==> config.mk <==
export PLATFORM = sky130hd
export DESIGN_NAME = dot_terminated_message_deframer
export DESIGN_NICKNAME = d
export VERILOG_FILES = /design/src/rtl/dtmd_pkg.sv /design/src/rtl/dtmd_front.sv /design/src/rtl/dtmd_run_fifo.sv /design/src/rtl/dtmd_back.sv /design/src/rtl/dot_terminated_message_deframer.sv
export SDC_FILE = /design/constraint.sdc
export NUM_CORES = 1
export LEC_CHECK = 0
export ABC_CLOCK_PERIOD_IN_PS = 9000
export BUFFER_PORTS_ARGS = -buffer_cell sky130_fd_sc_hd__buf_2
export CORE_ASPECT_RATIO = 0.9
export CORE_MARGIN = 4
export CORE_UTILIZATION = 66
export DETAILED_ROUTE_END_ITERATION = 8
export PLACE_DENSITY_LB_ADDON = 0.08
export SYNTH_ARGS = -nofsm -noshare
export SYNTH_HDL_FRONTEND = slang
export SYNTH_SLANG_ARGS = --single-unit
==> constraint.sdc <==
create_clock -name clk -period 9 [get_ports clk]
set_clock_uncertainty 0.2 [all_clocks]
set_input_delay 0 -clock clk [delete_from_list [all_inputs] [get_ports clk]]
set_output_delay 0 -clock clk [all_outputs]
set_load 0.03 [all_outputs]
==> src/rtl/dtmd_pkg.sv <==
// Shared types and constants for the dot-terminated message deframer.
// Used by the front classifier, the run queue, the back serializer and the top level.
// No dependencies.
package dtmd_pkg;

  // Framing characters
  localparam logic [7:0] CH_CR  = 8'h0D;
  localparam logic [7:0] CH_LF  = 8'h0A;
  localparam logic [7:0] CH_DOT = 8'h2E;

  // Most results one input byte can release
  localparam int unsigned RUN_MAX = 4;
  localparam int unsigned RUN_CW  = $clog2(RUN_MAX + 1);
  localparam int unsigned RUN_IW  = $clog2(RUN_MAX);

  // Run queue between front and back
  localparam int unsigned RUNQ_DEPTH = 4;
  localparam int unsigned RUNQ_AW    = $clog2(RUNQ_DEPTH);
  localparam int unsigned RUNQ_CW    = $clog2(RUNQ_DEPTH + 1);

  // One result: a content byte or a message end marker
  typedef struct packed {
    logic       is_end;
    logic [7:0] data;
  } entry_t;

  // All results caused by one input byte, entry 0 first
  typedef struct packed {
    logic [RUN_CW-1:0]       cnt;
    entry_t [RUN_MAX-1:0]    ent;
  } run_t;

endpackage

==> src/rtl/dtmd_front.sv <==
// Front classifier: tracks the held terminator prefix and turns each input byte
// into a run of results. Depends on dtmd_pkg.
module dtmd_front (
  input  logic                clk,
  input  logic                rst,
  input  logic                acc,
  input  logic [7:0]          in_byte,
  output dtmd_pkg::run_t      run,
  output logic                run_valid
);

  typedef enum logic [2:0] {
    PH_IDLE     = 3'd0,
    PH_CR       = 3'd1,
    PH_CRLF     = 3'd2,
    PH_CRLFD    = 3'd3,
    PH_CRLFDCR  = 3'd4,
    PH_LF       = 3'd5,
    PH_LFD      = 3'd6
  } phase_t;

  phase_t phase, phase_next;

  function automatic dtmd_pkg::entry_t byte_ent(input logic [7:0] b);
    dtmd_pkg::entry_t e;
    e.is_end = 1'b0;
    e.data   = b;
    return e;
  endfunction

  function automatic dtmd_pkg::entry_t end_ent();
    dtmd_pkg::entry_t e;
    e.is_end = 1'b1;
    e.data   = 8'h00;
    return e;
  endfunction

  logic is_cr, is_lf, is_dot;
  assign is_cr  = (in_byte == dtmd_pkg::CH_CR);
  assign is_lf  = (in_byte == dtmd_pkg::CH_LF);
  assign is_dot = (in_byte == dtmd_pkg::CH_DOT);

  // Next phase and released results; a stuffed dot held after LF is never released
  always_comb begin
    run        = '0;
    phase_next = phase;
    unique case (phase) inside
      PH_CR: begin
        if (is_lf) begin
          phase_next = PH_CRLF;
        end else if (is_cr) begin
          run.cnt    = dtmd_pkg::RUN_CW'(1);
          run.ent[0] = byte_ent(dtmd_pkg::CH_CR);
        end else begin
          run.cnt    = dtmd_pkg::RUN_CW'(2);
          run.ent[0] = byte_ent(dtmd_pkg::CH_CR);
          run.ent[1] = byte_ent(in_byte);
          phase_next = PH_IDLE;
        end
      end
      PH_CRLF: begin
        run.ent[0] = byte_ent(dtmd_pkg::CH_CR);
        run.ent[1] = byte_ent(dtmd_pkg::CH_LF);
        run.ent[2] = byte_ent(in_byte);
        if (is_dot) begin
          run.cnt    = '0;
          phase_next = PH_CRLFD;
        end else if (is_cr) begin
          run.cnt    = dtmd_pkg::RUN_CW'(2);
          phase_next = PH_CR;
        end else if (is_lf) begin
          run.cnt    = dtmd_pkg::RUN_CW'(2);
          phase_next = PH_LF;
        end else begin
          run.cnt    = dtmd_pkg::RUN_CW'(3);
          phase_next = PH_IDLE;
        end
      end
      PH_CRLFD: begin
        if (is_cr) begin
          phase_next = PH_CRLFDCR;
        end else if (is_lf) begin
          // LF form ends first: leading CR is content
          run.cnt    = dtmd_pkg::RUN_CW'(2);
          run.ent[0] = byte_ent(dtmd_pkg::CH_CR);
          run.ent[1] = end_ent();
          phase_next = PH_IDLE;
        end else begin
          run.cnt    = dtmd_pkg::RUN_CW'(3);
          run.ent[0] = byte_ent(dtmd_pkg::CH_CR);
          run.ent[1] = byte_ent(dtmd_pkg::CH_LF);
          run.ent[2] = byte_ent(in_byte);
          phase_next = PH_IDLE;
        end
      end
      PH_CRLFDCR: begin
        if (is_lf) begin
          run.cnt    = dtmd_pkg::RUN_CW'(1);
          run.ent[0] = end_ent();
          phase_next = PH_IDLE;
        end else begin
          run.ent[0] = byte_ent(dtmd_pkg::CH_CR);
          run.ent[1] = byte_ent(dtmd_pkg::CH_LF);
          run.ent[2] = byte_ent(dtmd_pkg::CH_CR);
          run.ent[3] = byte_ent(in_byte);
          if (is_cr) begin
            run.cnt    = dtmd_pkg::RUN_CW'(3);
            phase_next = PH_CR;
          end else begin
            run.cnt    = dtmd_pkg::RUN_CW'(4);
            phase_next = PH_IDLE;
          end
        end
      end
      PH_LF, PH_LFD: begin
        run.ent[0] = byte_ent(dtmd_pkg::CH_LF);
        run.ent[1] = byte_ent(in_byte);
        if (phase == PH_LF && is_dot) begin
          phase_next = PH_LFD;
        end else if (phase == PH_LFD && is_lf) begin
          run.cnt    = dtmd_pkg::RUN_CW'(1);
          run.ent[0] = end_ent();
          phase_next = PH_IDLE;
        end else if (is_cr) begin
          run.cnt    = dtmd_pkg::RUN_CW'(1);
          phase_next = PH_CR;
        end else if (is_lf) begin
          run.cnt    = dtmd_pkg::RUN_CW'(1);
          phase_next = PH_LF;
        end else begin
          run.cnt    = dtmd_pkg::RUN_CW'(2);
          phase_next = PH_IDLE;
        end
      end
      default: begin
        // idle, and the unused code
        run.ent[0] = byte_ent(in_byte);
        if (is_cr) begin
          phase_next = PH_CR;
        end else if (is_lf) begin
          phase_next = PH_LF;
        end else begin
          run.cnt    = dtmd_pkg::RUN_CW'(1);
          phase_next = PH_IDLE;
        end
      end
    endcase
  end

  assign run_valid = acc && (run.cnt != '0);

  // Phase register
  always_ff @(posedge clk) begin
    if (rst) begin
      phase <= PH_IDLE;
    end else if (acc) begin
      phase <= phase_next;
    end
  end

endmodule

==> src/rtl/dtmd_run_fifo.sv <==
// Short queue of result runs between the front classifier and the back serializer.
// Depends on dtmd_pkg.
module dtmd_run_fifo (
  input  logic             clk,
  input  logic             rst,
  input  logic             wr_en,
  input  dtmd_pkg::run_t   wr_data,
  output logic             full,
  input  logic             rd_en,
  output dtmd_pkg::run_t   rd_data,
  output logic             empty
);

  dtmd_pkg::run_t                 store [dtmd_pkg::RUNQ_DEPTH];
  logic [dtmd_pkg::RUNQ_AW-1:0]   wr_ptr, rd_ptr;
  logic [dtmd_pkg::RUNQ_CW-1:0]   count;
  logic                           do_wr, do_rd;

  assign full    = (count == dtmd_pkg::RUNQ_CW'(dtmd_pkg::RUNQ_DEPTH));
  assign empty   = (count == '0);
  assign do_wr   = wr_en && !full;
  assign do_rd   = rd_en && !empty;
  assign rd_data = store[rd_ptr];

  // Storage
  always_ff @(posedge clk) begin
    if (do_wr) begin
      store[wr_ptr] <= wr_data;
    end
  end

  // Pointers and fill count
  always_ff @(posedge clk) begin
    if (rst) begin
      wr_ptr <= '0;
      rd_ptr <= '0;
      count  <= '0;
    end else begin
      if (do_wr) wr_ptr <= wr_ptr + 1'b1;
      if (do_rd) rd_ptr <= rd_ptr + 1'b1;
      if (do_wr && !do_rd) begin
        count <= count + 1'b1;
      end else if (do_rd && !do_wr) begin
        count <= count - 1'b1;
      end
    end
  end

endmodule

==> src/rtl/dtmd_back.sv <==
// Back serializer: walks the head run one result per cycle into the output register
// while pop is high or the register is empty. Depends on dtmd_pkg.
module dtmd_back (
  input  logic             clk,
  input  logic             rst,
  input  dtmd_pkg::run_t   run,
  input  logic             run_empty,
  output logic             run_pop,
  input  logic             pop,
  output logic             empty,
  output logic [7:0]       out_byte,
  output logic             byte_valid,
  output logic             message_end,
  output logic             last_of_run
);

  logic [dtmd_pkg::RUN_IW-1:0] idx;
  logic                        out_valid;
  logic                        advance, load, at_last;
  dtmd_pkg::entry_t            cur;

  assign advance = !out_valid || pop;
  assign load    = advance && !run_empty;
  assign cur     = run.ent[idx];
  assign at_last = ({1'b0, idx} == (run.cnt - 1'b1));
  assign run_pop = load && at_last;
  assign empty   = !out_valid;

  // Control: position in the run and output valid
  always_ff @(posedge clk) begin
    if (rst) begin
      idx       <= '0;
      out_valid <= 1'b0;
    end else if (advance) begin
      out_valid <= !run_empty;
      if (load) begin
        idx <= at_last ? '0 : idx + 1'b1;
      end
    end
  end

  // Output payload
  always_ff @(posedge clk) begin
    if (load) begin
      out_byte    <= cur.data;
      byte_valid  <= !cur.is_end;
      message_end <= cur.is_end;
      last_of_run <= at_last;
    end
  end

endmodule

==> src/rtl/dot_terminated_message_deframer.sv <==
// Dot-terminated message deframer top level: front classifier, run queue, back serializer.
// Depends on dtmd_pkg, dtmd_front, dtmd_run_fifo and dtmd_back.
//
// Usage:
//   Input channel: drive in_byte with push high; the byte is taken at a clock edge where
//   full is low. One raw byte per cycle is accepted while the run queue has room.
//   Result channel: while empty is low, out_byte/byte_valid/message_end/last_of_run hold
//   the oldest result; pulse pop to take it. A message end is a result with byte_valid
//   low and message_end high. last_of_run marks the final result caused by one byte.
//   With the result side idle, the first result of a byte is written into the run queue
//   and then loaded into the output register that drives the ports.
//   Throughput: one byte per cycle in, one result per cycle out while pop is high. A byte
//   that releases n results (n is at most 4) holds the result side until all are taken;
//   bytes that only extend a held terminator prefix do not occupy it. The four-entry
//   run queue absorbs such bursts; full rises when it is exhausted.
//   Stall: while pop is low the output register holds and the queue fills, then full
//   holds the sender off. Bytes of an unfinished terminator prefix stay held until later
//   bytes decide them.
//   Reset (rst, synchronous): clears the held prefix, the queue and the output register.
module dot_terminated_message_deframer (
  input  logic       clk,
  input  logic       rst,
  input  logic [7:0] in_byte,
  input  logic       push,
  output logic       full,
  output logic [7:0] out_byte,
  output logic       byte_valid,
  output logic       message_end,
  output logic       last_of_run,
  output logic       empty,
  input  logic       pop
);

  dtmd_pkg::run_t fr_run, q_run;
  logic           fr_valid, q_empty, q_pop, acc;

  // Input transaction
  assign acc = push && !full;

  dtmd_front u_front (
    .clk       (clk),
    .rst       (rst),
    .acc       (acc),
    .in_byte   (in_byte),
    .run       (fr_run),
    .run_valid (fr_valid)
  );

  dtmd_run_fifo u_fifo (
    .clk     (clk),
    .rst     (rst),
    .wr_en   (fr_valid),
    .wr_data (fr_run),
    .full    (full),
    .rd_en   (q_pop),
    .rd_data (q_run),
    .empty   (q_empty)
  );

  dtmd_back u_back (
    .clk         (clk),
    .rst         (rst),
    .run         (q_run),
    .run_empty   (q_empty),
    .run_pop     (q_pop),
    .pop         (pop),
    .empty       (empty),
    .out_byte    (out_byte),
    .byte_valid  (byte_valid),
    .message_end (message_end),
    .last_of_run (last_of_run)
  );

endmodule

# After elaboration in Yosys (flattened, before gate mapping)
# Memories as Yosys holds them, arrays and structs flattened. A register that Yosys moved wholly into a read port is not among the register bits.
# Index checks and enable logic that the tools add are counted.
[totals] n_memories=1 reg_bits=24 latchBits=0 output_inout_bits=13 ram_bits=152 in_bits=12 word_cells=101 romBits=0
[mem_list] name="u_fifo.store" depth=4 width=38 rd=1 rd_clocked_by_memory_dff=1 write_ports=1 line_no="dtmd_run_fifo.sv:14" source="dtmd_pkg::run_t store [dtmd_pkg::RUNQ_DEPTH];"
[op_classes] div=0 n_eq_ne=12 n_bitwise=0 mux=48 n_addsub=6 n_reduce_logical=23 n_mul=0 shift=0 magnitude_cmp=1
[ops] operator="9-bit case mux with 5 select lines" count=2
[ops] operator="3-bit two-way mux" count=19
[ops] operator="9-bit two-way mux" count=4
[ops] operator="3-bit case mux with 5 select lines" count=2
[ops] operator="27-bit two-way mux" count=1
[ops] operator="9-bit case mux with 3 select lines" count=1
[ops] operator="26-bit two-way mux" count=1
[ops] operator="8-bit two-way mux" count=3
[ops] operator="9-bit binary-select mux with 2-bit select" count=1
[ops] operator="18-bit two-way mux" count=1
[ops] operator="17-bit two-way mux" count=1
[ops] operator="8-bit by 4-bit equality test with 1-bit output (second input constant)" count=2
[ops] operator="3-bit equality test (second input constant)" count=4
[ops] operator="2-bit two-way mux" count=6
[ops] operator="1-bit logical AND" count=10
[ops] operator="8-bit by 6-bit equality test with 1-bit output (second input constant)" count=1
[ops] operator="2-bit by 1-bit adder with 2-bit output (second input constant)" count=3
[ops] operator="3-bit by 2-bit equality test with 1-bit output (second input constant)" count=2
[ops] operator="1-bit logical NOT" count=6
[ops] operator="1-bit two-way mux" count=6
[ops] operator="3-bit by 1-bit subtractor with 3-bit output (second input constant)" count=2
[ops] operator="2-bit AND reduction" count=2
[ops] operator="3-bit by 1-bit adder with 3-bit output (second input constant)" count=1
[ops] operator="2-bit by 3-bit equality test with 1-bit output" count=1
[ops] operator="8 further kinds" count=8

# Logic depth before layout (Yosys ltp)
# Gate-level depths: netlist (run 1).
[logic_depth] depth_word=13 depth_mapped=14 ltp_nobuf=12

# By module
# Synthesis (run 1) repeated with hierarchy kept, for this count alone.
[hier_totals] cells_unflattened=451 area_unflattened_um2=7782.5
[modules_own_cells] module="dtmd_run_fifo" seq_area_each_um2=4864.7 area_each_um2=6080.8 cells_each=251 n_inst=1
[modules_own_cells] module="dtmd_front" seq_area_each_um2=60.1 area_each_um2=918.4 cells_each=151 n_inst=1
[modules_own_cells] module="dtmd_back" seq_area_each_um2=390.4 area_each_um2=769.5 cells_each=48 n_inst=1
[modules_own_cells] module="dot_terminated_message_deframer" seq_area_each_um2=0.0 area_each_um2=13.8 cells_each=1 n_inst=1

# Least setup slack after synthesis (run 1)
# No wires, ideal clock.
[synth_timing] kind="reg2reg" from="register with a tool-made name" to="register u_fifo.count[2] (netlist bit)" path_slack_ns=5.522 n_path_buf=2 path_stages_with_launch=15 setup_time_ns=0.071 t_required_ns=8.729 period_less_slack_ns=3.478 arrival_ns=3.207 path_cell_list="dfxtp_1 -> buf_6 -> buf_2 -> mux4_2 -> inv_1 -> ha_1 -> xnor2_1 -> nor4b_4 -> inv_1 -> ha_1 -> inv_1 -> fa_1 -> xor2_1 -> or3_1 -> a21oi_1"
[synth_rtl] item="to (signal assigned)" line_no="dtmd_run_fifo.sv:42" source="count <= count + 1'b1;"
[synth_rtl] item="to (signal assigned)" line_no="dtmd_run_fifo.sv:44" source="count <= count - 1'b1;"
[synth_rtl] item="to (decl)" line_no="dtmd_run_fifo.sv:16" source="logic [dtmd_pkg::RUNQ_CW-1:0] count;"

# Worst setup path in the final report (run 1)
[layout_timing] from="register u_front.phase[1]" to="register u_fifo.count[2] (netlist bit)"
[layout_between] elab_chain_cells=11 word_cells_on_any_way=20 cone_classes="6 x eq/ne; 4 x mux; 10 x reduce/logical"
[layout_rtl] item="from (decl)" line_no="dtmd_front.sv:22" source="phase_t phase, phase_next;"
[layout_rtl] item="from (signal assigned)" line_no="dtmd_front.sv:157" source="phase <= phase_next;"
[layout_rtl] item="3-bit equality test" line_no="dtmd_front.sv:120" source="end else if (phase == PH_LFD && is_lf) begin"
[layout_rtl] item="1-bit logical AND" line_no="dtmd_front.sv:120"
[layout_rtl] item="3-bit two-way mux" line_no="dtmd_front.sv:120"
[layout_rtl] item="3-bit two-way mux" line_no="dtmd_front.sv:118" source="if (phase == PH_LF && is_dot) begin"
[layout_rtl] item="3-bit case mux with 5 select lines (*)" line_no="dtmd_front.sv:47" source="unique case (phase) inside"
[layout_rtl] item="3-bit nonzero test (*)" line_no="dtmd_front.sv:150" source="assign run_valid = acc && (run.cnt != '0);"
[layout_rtl] item="1-bit logical AND (*)" line_no="dtmd_front.sv:150"
[layout_rtl] item="1-bit logical AND (*)" line_no="dtmd_run_fifo.sv:21" source="assign do_wr = wr_en && !full;"
[layout_rtl] item="named net u_fifo.do_wr" line_no="dtmd_run_fifo.sv:17" source="logic do_wr, do_rd;"
[layout_rtl] item="1-bit logical NOT" line_no="dtmd_run_fifo.sv:43" source="end else if (do_rd && !do_wr) begin"
[layout_rtl] item="1-bit logical AND" line_no="dtmd_run_fifo.sv:43"
[layout_rtl] item="2-bit nonzero test (no source line)"
# Mark *: on every way through the listed nets, which the timed path passes. The rest lies on a longest branch.
# A chain may end at the register's enable or synchronous reset.

==> results.cfg, run 1 <==
[clock_network]
clk_latency_ps = 430
cts_tree = yes
cts-root-buf = clkbuf_16
post_cts_resized = 0
path_clk_slew_ps = 60
htreeDepth = 4
numClockSinks = 174
cts_buffers = 17
cts_buffer_depth = 2

[synthesis]
synth_top_family_by_area = multiplexers
synthSimpleGateAreaFrac_pct = 8.61
synth-xor-area-share_pct = 1.04
ys.flop_type = edfxtp_1
muxShareOfSynthArea_pct = 13.9
synthAdderAreaFrac_pct = 1.26
ys_types = 57
ys_ff_latch = 174
synthArstFlopShare_pct = 0
synth_compound_gate_area_share_pct = 5.56
ys_seq_area_share_pct = 67.2
synthCells = 454
yosys_warnings = 0
avgSynthCellArea_um2 = 16.6
syn-num-nets = 473
synth_edf_count = 159
syn_area_um2 = 7550

[grt]
met2_usage_pct = 37.5
antenna_found_initial = 0
grt_pass1_vias = 4162
overflow = 0
track_usage_pct = 24.8
grt_use_met3_pct = 6.48
met1_usage_pct = 34.6
busiest_layer = met2
grt_pass1_wl_um = 23400
grt_max_degree = 39

[power]
cellLeakagePower_nw = 2.86
peakVddDrop_mv = 0.192
powerDensity_nw_per_um2 = 271

[setup_path]
crit_path_end_kind = flop
r2r-end = u_fifo.count[2]
r2r_cells = 9
crit_fanout = 29
cp.arrival_ps = 4210
worstPathRequired_ps = 9160
worstSetupEndpoint = u_fifo.count[2]
critPathKind = reg2reg
r2r_setup_slack_ps = 4950
crit_start = u_front.phase[1]
reg2reg_from = u_front.phase[1]
startpoint_type = flop

[placement]
dpl_cell_area_um2 = 7770
dpl.hpwl_um = 8620
gp_congestion = 0.887
io_buffers = 24

[detailed_routing]
vias = 4085
wl_um = 14600
firstDrtPassIters = 6
drtIter0Drc = 506
drc = 0
vias_per_cell = 6.29
wl_per_cell_um = 22.6
ant_nets = 0

[floorplanning]
pin_count = 25
core-area_um2 = 11000
row_count = 36
die_y_um = 110
fp.dieW_um = 121
initial_core_util_pct = 68.7
dieArea_um2 = 13200

[layout]
fin_nets = 503
layout_common_cells = edfxtp_1, mux4_2, nor2_1, buf_2
synthToLayoutAreaGrowth_pct = 11.8
nFillCells = 641
drive_gt1_share_pct = 24.1
final_common_cell = edfxtp_1
n_antenna_cell = 0
final_core_util_pct = 76.8
final_cell_area_um2 = 8440

[sta]
fin_hold_ws_ps = 290
fmax_mhz = 247
finalSetupViolations = 0
fin_crit_ps = 4050
rsz0062_at_grt = false
slew_headroom_pct = 31.0
maxSlewViolCount = 0
setup_tns_ps = 0
finalCritPeriodShare_pct = 45.0
finalHoldViolCount = 0
worstMarginPinSlew_ps = 1030

[outcome]
status = finished clean

[worst_hold_path]
hp-class = in2reg

[flow_run]
cap_viol_max_count = 0
[layer usage]
layer	wire, µm	share of wire [%]	up-vias
met1	6340	43	2047
met4	272	1.9	0
met2	7080	48	178
met3	945	6.5	17
met5	0	0	-
li1	-	-	1843
[metrics by stage]
stage	cells	total power [mW]	worst slack (ps)
floorplan	454	1.48	5520
global placement	605	1.60	5280
detailed placement	605	1.62	5060
CTS	649	2.30	5040
global route	649	2.39	4710
finish	649	2.28	4950
[worst max-delay path, cell delays in order, from the launching register on]
cell     delay (ps)
dfxtp_1         920
nor2b_1         830
o31ai_1         290
a31oi_4         340
ha_1            250
inv_1            70
fa_1            440
xor2_1          160
or3_1           310
a21oi_1         150
[registers in the layout, indices dropped and copies added, names as in the netlist, named ones only]
signal / count
u_back.out_byte: 8
u_back.idx: 2
u_back.message_end: 1
u_fifo.wr_ptr: 2
u_back.out_valid: 1
u_fifo.rd_ptr: 2
u_back.byte_valid: 1
u_fifo.store: 148
u_front.phase: 3
u_back.last_of_run: 1
u_fifo.count: 3
[worst min path at each step]
stage | depth (start not counted) | slack [ps] | end | start
after floorplan | 3 | -20 | u_back.out_valid | pop
after global placement | 4 | 80 | u_back.out_valid | pop
after detailed placement | 4 | 130 | u_back.out_valid | pop
after CTS | 3 | 260 | u_fifo.rd_ptr[0] | rst
after global routing | 3 | 310 | flop | rst
final | 3 | 290 | u_fifo.rd_ptr[0] | rst
[logic make-up (layout without fill, tap and decap cells)]
kind of cell | Yosys count | in the layout
multiplexers | 48 | 48
flip-flops | 174 | 174
adder cells (fa/ha/maj) | 7 | 7
buffers and inverters | 42 | 85
AND/OR/NAND/NOR | 113 | 113
AO/OA/AOI/OAI | 61 | 61
XOR/XNOR | 9 | 9
[area by class of cell]
cell class,instances,area [µm²],area share [%]
clock buffers,24,472,5.59
multi-input cells,238,2300,27.2
repair buffers,41,278,3.29
flip-flops and latches,174,5080,60.1
inverters,12,45.0,0.533
clock inverters,8,85.1,1.01
well taps,152,190,2.25
[power breakdown]
group          switching, mW  internal, mW  total, mW
Sequential            0.0557          1.02       1.07
Combinational          0.292         0.240      0.532
Clock                  0.285         0.396      0.681
Total                  0.632          1.65       2.28
[Yosys cell counts, types with 2 or more instances]
| cell type | n | area share, % |
|---|---|---|
| edfxtp_1 | 159 | 63 |
| mux4_2 | 45 | 13 |
| nor2_1 | 24 | 1.2 |
| a21oi_1 | 18 | 1.2 |
| clkbuf_1 | 18 | 0.89 |
| nand2_1 | 17 | 0.84 |
| dfxtp_1 | 15 | 4.0 |
| o21ai_0 | 14 | 0.93 |
| and2_1 | 12 | 0.99 |
| inv_1 | 12 | 0.60 |
| nor3_1 | 10 | 0.66 |
| and3_1 | 8 | 0.66 |
| buf_2 | 7 | 0.46 |
| ha_1 | 6 | 0.99 |
| nand2b_1 | 6 | 0.50 |
| nor2b_1 | 6 | 0.50 |
| xor2_1 | 5 | 0.58 |
| and2_2 | 4 | 0.40 |
| or3_1 | 4 | 0.33 |
| xnor2_1 | 4 | 0.46 |
| a21o_1 | 3 | 0.30 |
| a221o_1 | 3 | 0.40 |
| nand3_1 | 3 | 0.20 |
| nand3b_1 | 3 | 0.30 |
| nand4_1 | 3 | 0.25 |
| o221ai_1 | 3 | 0.35 |
| a22o_1 | 2 | 0.23 |
| a31o_2 | 2 | 0.23 |
| and3b_1 | 2 | 0.23 |
| buf_6 | 2 | 0.30 |
| mux2i_1 | 2 | 0.26 |
| nor3b_1 | 2 | 0.20 |
| o211a_1 | 2 | 0.26 |
| o211ai_1 | 2 | 0.20 |
| o21a_1 | 2 | 0.20 |
| o22ai_1 | 2 | 0.17 |
| or2_2 | 2 | 0.17 |
[what timing repair did]
item	4_1_cts	5_1_grt
endpoints found under the hold margin	138	0
setup buffers	0	0
hold buffers	12	0
No activity file was read; power rests on OpenSTA's default activity.
==> inputs of run 2 (changes only) <==
Settings changed: ABC_AREA set to 1, ABC_CLOCK_PERIOD_IN_PS 9000 to 3500, CORE_UTILIZATION 66 to 56.
Clock period 9 ns to 3.5 ns, I/O delays scaled along.
==> run 2 against run 1 <==
Net effect:
- sequential power grew to 2.6 times the previous value
- synthesized cell count up 44%
- non-clock buffer count up 12
- critical endpoint unchanged
==> results.cfg, run 2 <==
[detailed_routing]
wl_um = 17600
drc = 0
firstDrtPassIters = 5
wl_per_cell_um = 20.1
wl_met3_um = 962
drt-met1-wl_um = 7860
drtIter0Drc = 560
wl_met2_um = 8220
route.top_layer_used = met4
ant_nets = 0
vias = 5166
vias_per_cell = 5.91

[clock_network]
cts-root-buf = clkbuf_16
clk_latency_ps = 430
post_cts_resized = 0
numClockSinks = 174
cts_tree = yes
cts_buffer_depth = 2
htreeDepth = 4
path_clk_slew_ps = 70
cts_buffers = 17

[setup_path]
crit_path_end_kind = flop
worstPathRequired_ps = 3620
startpoint_type = flop
max_stage_delay_ps = 490
crit_fanout = 6
critPathKind = reg2reg
crit_chain = nand2_2 > nor2_2 > inv_2 > nand2_2 > nand2_1 > nand2_1 > nand2_1 > nand2_1 > nor2_2 > nand2_2 > nand2_2 > inv_1 > ha_1 > inv_1 > fa_1 > a21oi_1 > o21ai_0 > o21ai_0 > a21oi_1
cpMaxStageDelayCell = dfxtp_1
cp.arrival_ps = 3280

[grt]
grt_pass1_wl_um = 27800
track_usage_pct = 25.0
antenna_found_initial = 0
grt_pass1_vias = 5093
overflow = 0
grt_max_degree = 69

[sta]
worstMarginPinSlew_ps = 708
finalHoldViolCount = 0
setup_slack_ps = 337
finalSetupViolations = 0
fmax_mhz = 316
maxSlewViolCount = 0
setup_tns_ps = 0
rsz0062_at_grt = false
finalCritPeriodShare_pct = 90.4
fin_crit_ps = 3160
slew_headroom_pct = 52.8

[layout]
synthToLayoutAreaGrowth_pct = 14.9
multiInputGateArea_um2 = 2060
drive_gt1_share_pct = 14.5
regMostFlops = u_fifo.store
final_cell_area_um2 = 8520
final_common_cell = edfxtp_1
fin_nets = 716
largest_register_ffs = 148
stdcell_count = 874
layout_common_cells = edfxtp_1, nor2_1, o21ai_0, nand2_1, inv_1
regArea_um2 = 5080
biggestRegsByFlops = u_fifo.store: 148 flops, u_back.out_byte: 8 flops
n_antenna_cell = 0
nFillCells = 943

[floorplanning]
initial_core_util_pct = 57.8
pin_count = 25
row_count = 39
dieArea_um2 = 15100
core-area_um2 = 12800
fp.dieW_um = 129
die_y_um = 117

[synthesis]
synth_top_area_cell = edfxtp_1
yosysMostFrequentCell = edfxtp_1
synth_common_cells = edfxtp_1, nor2_1, o21ai_0
ys.flop_type = edfxtp_1
ys_seq_area_share_pct = 68.5
synthArstFlopShare_pct = 0
synthCells = 653
synth_top_area_share_pct = 64.4
ys_ff_latch = 174
ys_types = 37
yosys_warnings = 0
synth_edf_count = 159
syn-num-nets = 672
synthTopCellsByArea = edfxtp_1, nor2_1, o21ai_0, dfxtp_1, nand2_1
avgSynthCellArea_um2 = 11.4
syn_area_um2 = 7410

[power]
total_power_mw = 6.36
peakVddDrop_mv = 0.667
powerDensity_nw_per_um2 = 746
cellLeakagePower_nw = 3.11

[placement]
dpl.hpwl_um = 10900
dpl_cell_area_um2 = 7770
pre_cts_slack_ps = 353
io_buffers = 24
gp_congestion = 0.947
dp.cells = 829

[flow_run]
cap_viol_max_count = 0

[worst_hold_path]
hp-class = in2reg

[outcome]
status = finished clean
[run 2: cell count changes after synthesis, moves of 7 or more]
cell | previous run | this run
and2_1 | 12 | 1
and3_1 | 8 | 0
inv_1 | 12 | 38
inv_2 | 0 | 10
mux4_2 | 45 | 0
nand2_1 | 17 | 66
nand2_2 | 0 | 8
nand3_1 | 3 | 24
nor2_1 | 24 | 126
o211ai_1 | 2 | 10
o21ai_0 | 14 | 84
o221ai_1 | 3 | 26
o22ai_1 | 2 | 9
[run 2: kinds of logic after synthesis]
family                   count (synthesis)  share of synthesized area [%]
adder cells (fa/ha/maj)                  7                           1.28
buffers and inverters                   78                           4.15
AO/OA/AOI/OAI                          153                           12.4
XOR/XNOR                                 2                          0.236
flip-flops                             174                           68.5
AND/OR/NAND/NOR                        239                           13.4
[run 2: what timing repair did]
item                                   4_1_cts  5_1_grt
endpoints found under the hold margin      101        0
buffers inserted                             0        0
hold buffers                                13        0
[run 2: final cells by class]
cell class,count,area share (%)
clock inverters,14,2.20
inverters,50,2.20
multi-input cells,401,24.2
repair buffers,53,4.35
clock buffers,18,5.04
well taps,164,2.41
flip-flops and latches,174,59.6
[run 2: per-stage QoR]
step | utilization [%] | hold WS [ps]
CTS | 66.4 | 24.1
global placement | 60.6 | 63.6
global route | 66.4 | 58.6
finish | 66.4 | 57.0
floorplan | - | -131
detailed placement | 60.6 | 57.5
[run 2: critical path: cells and delay by family (launching register included)]
kind | cells | cell delay (ps)
flops | 1 | 490
buf+inv | 3 | 230
compound gates | 4 | 440
simple gates | 10 | 1120
fa+ha+maj | 2 | 570
[run 2: layer usage]
| metal | track usage (%) | up-vias |
|---|---|---|
| met1 | 34.6 | 2528 |
| met2 | 38.5 | 171 |
| met5 | 0 | - |
| met4 | 11.9 | 0 |
| li1 | - | 2422 |
| met3 | 4.95 | 45 |
[run 2: final timing paths]
check             depth (start not counted)  slack, ps             endpoint        startpoint
hold / removal                            3         60  u_fifo.store[0][33]        in_byte[6]
setup reg to reg                         19        340      u_fifo.count[2]  u_front.phase[0]
hold reg to reg                           2        280     u_fifo.rd_ptr[1]  u_fifo.rd_ptr[1]
setup / recovery                         19        340      u_fifo.count[2]  u_front.phase[0]
[run 2: report_power, final]
part / switching (mW) / internal, mW
combinational: 1.17 / 0.461
sequential: 0.100 / 2.66
clock: 0.777 / 1.19
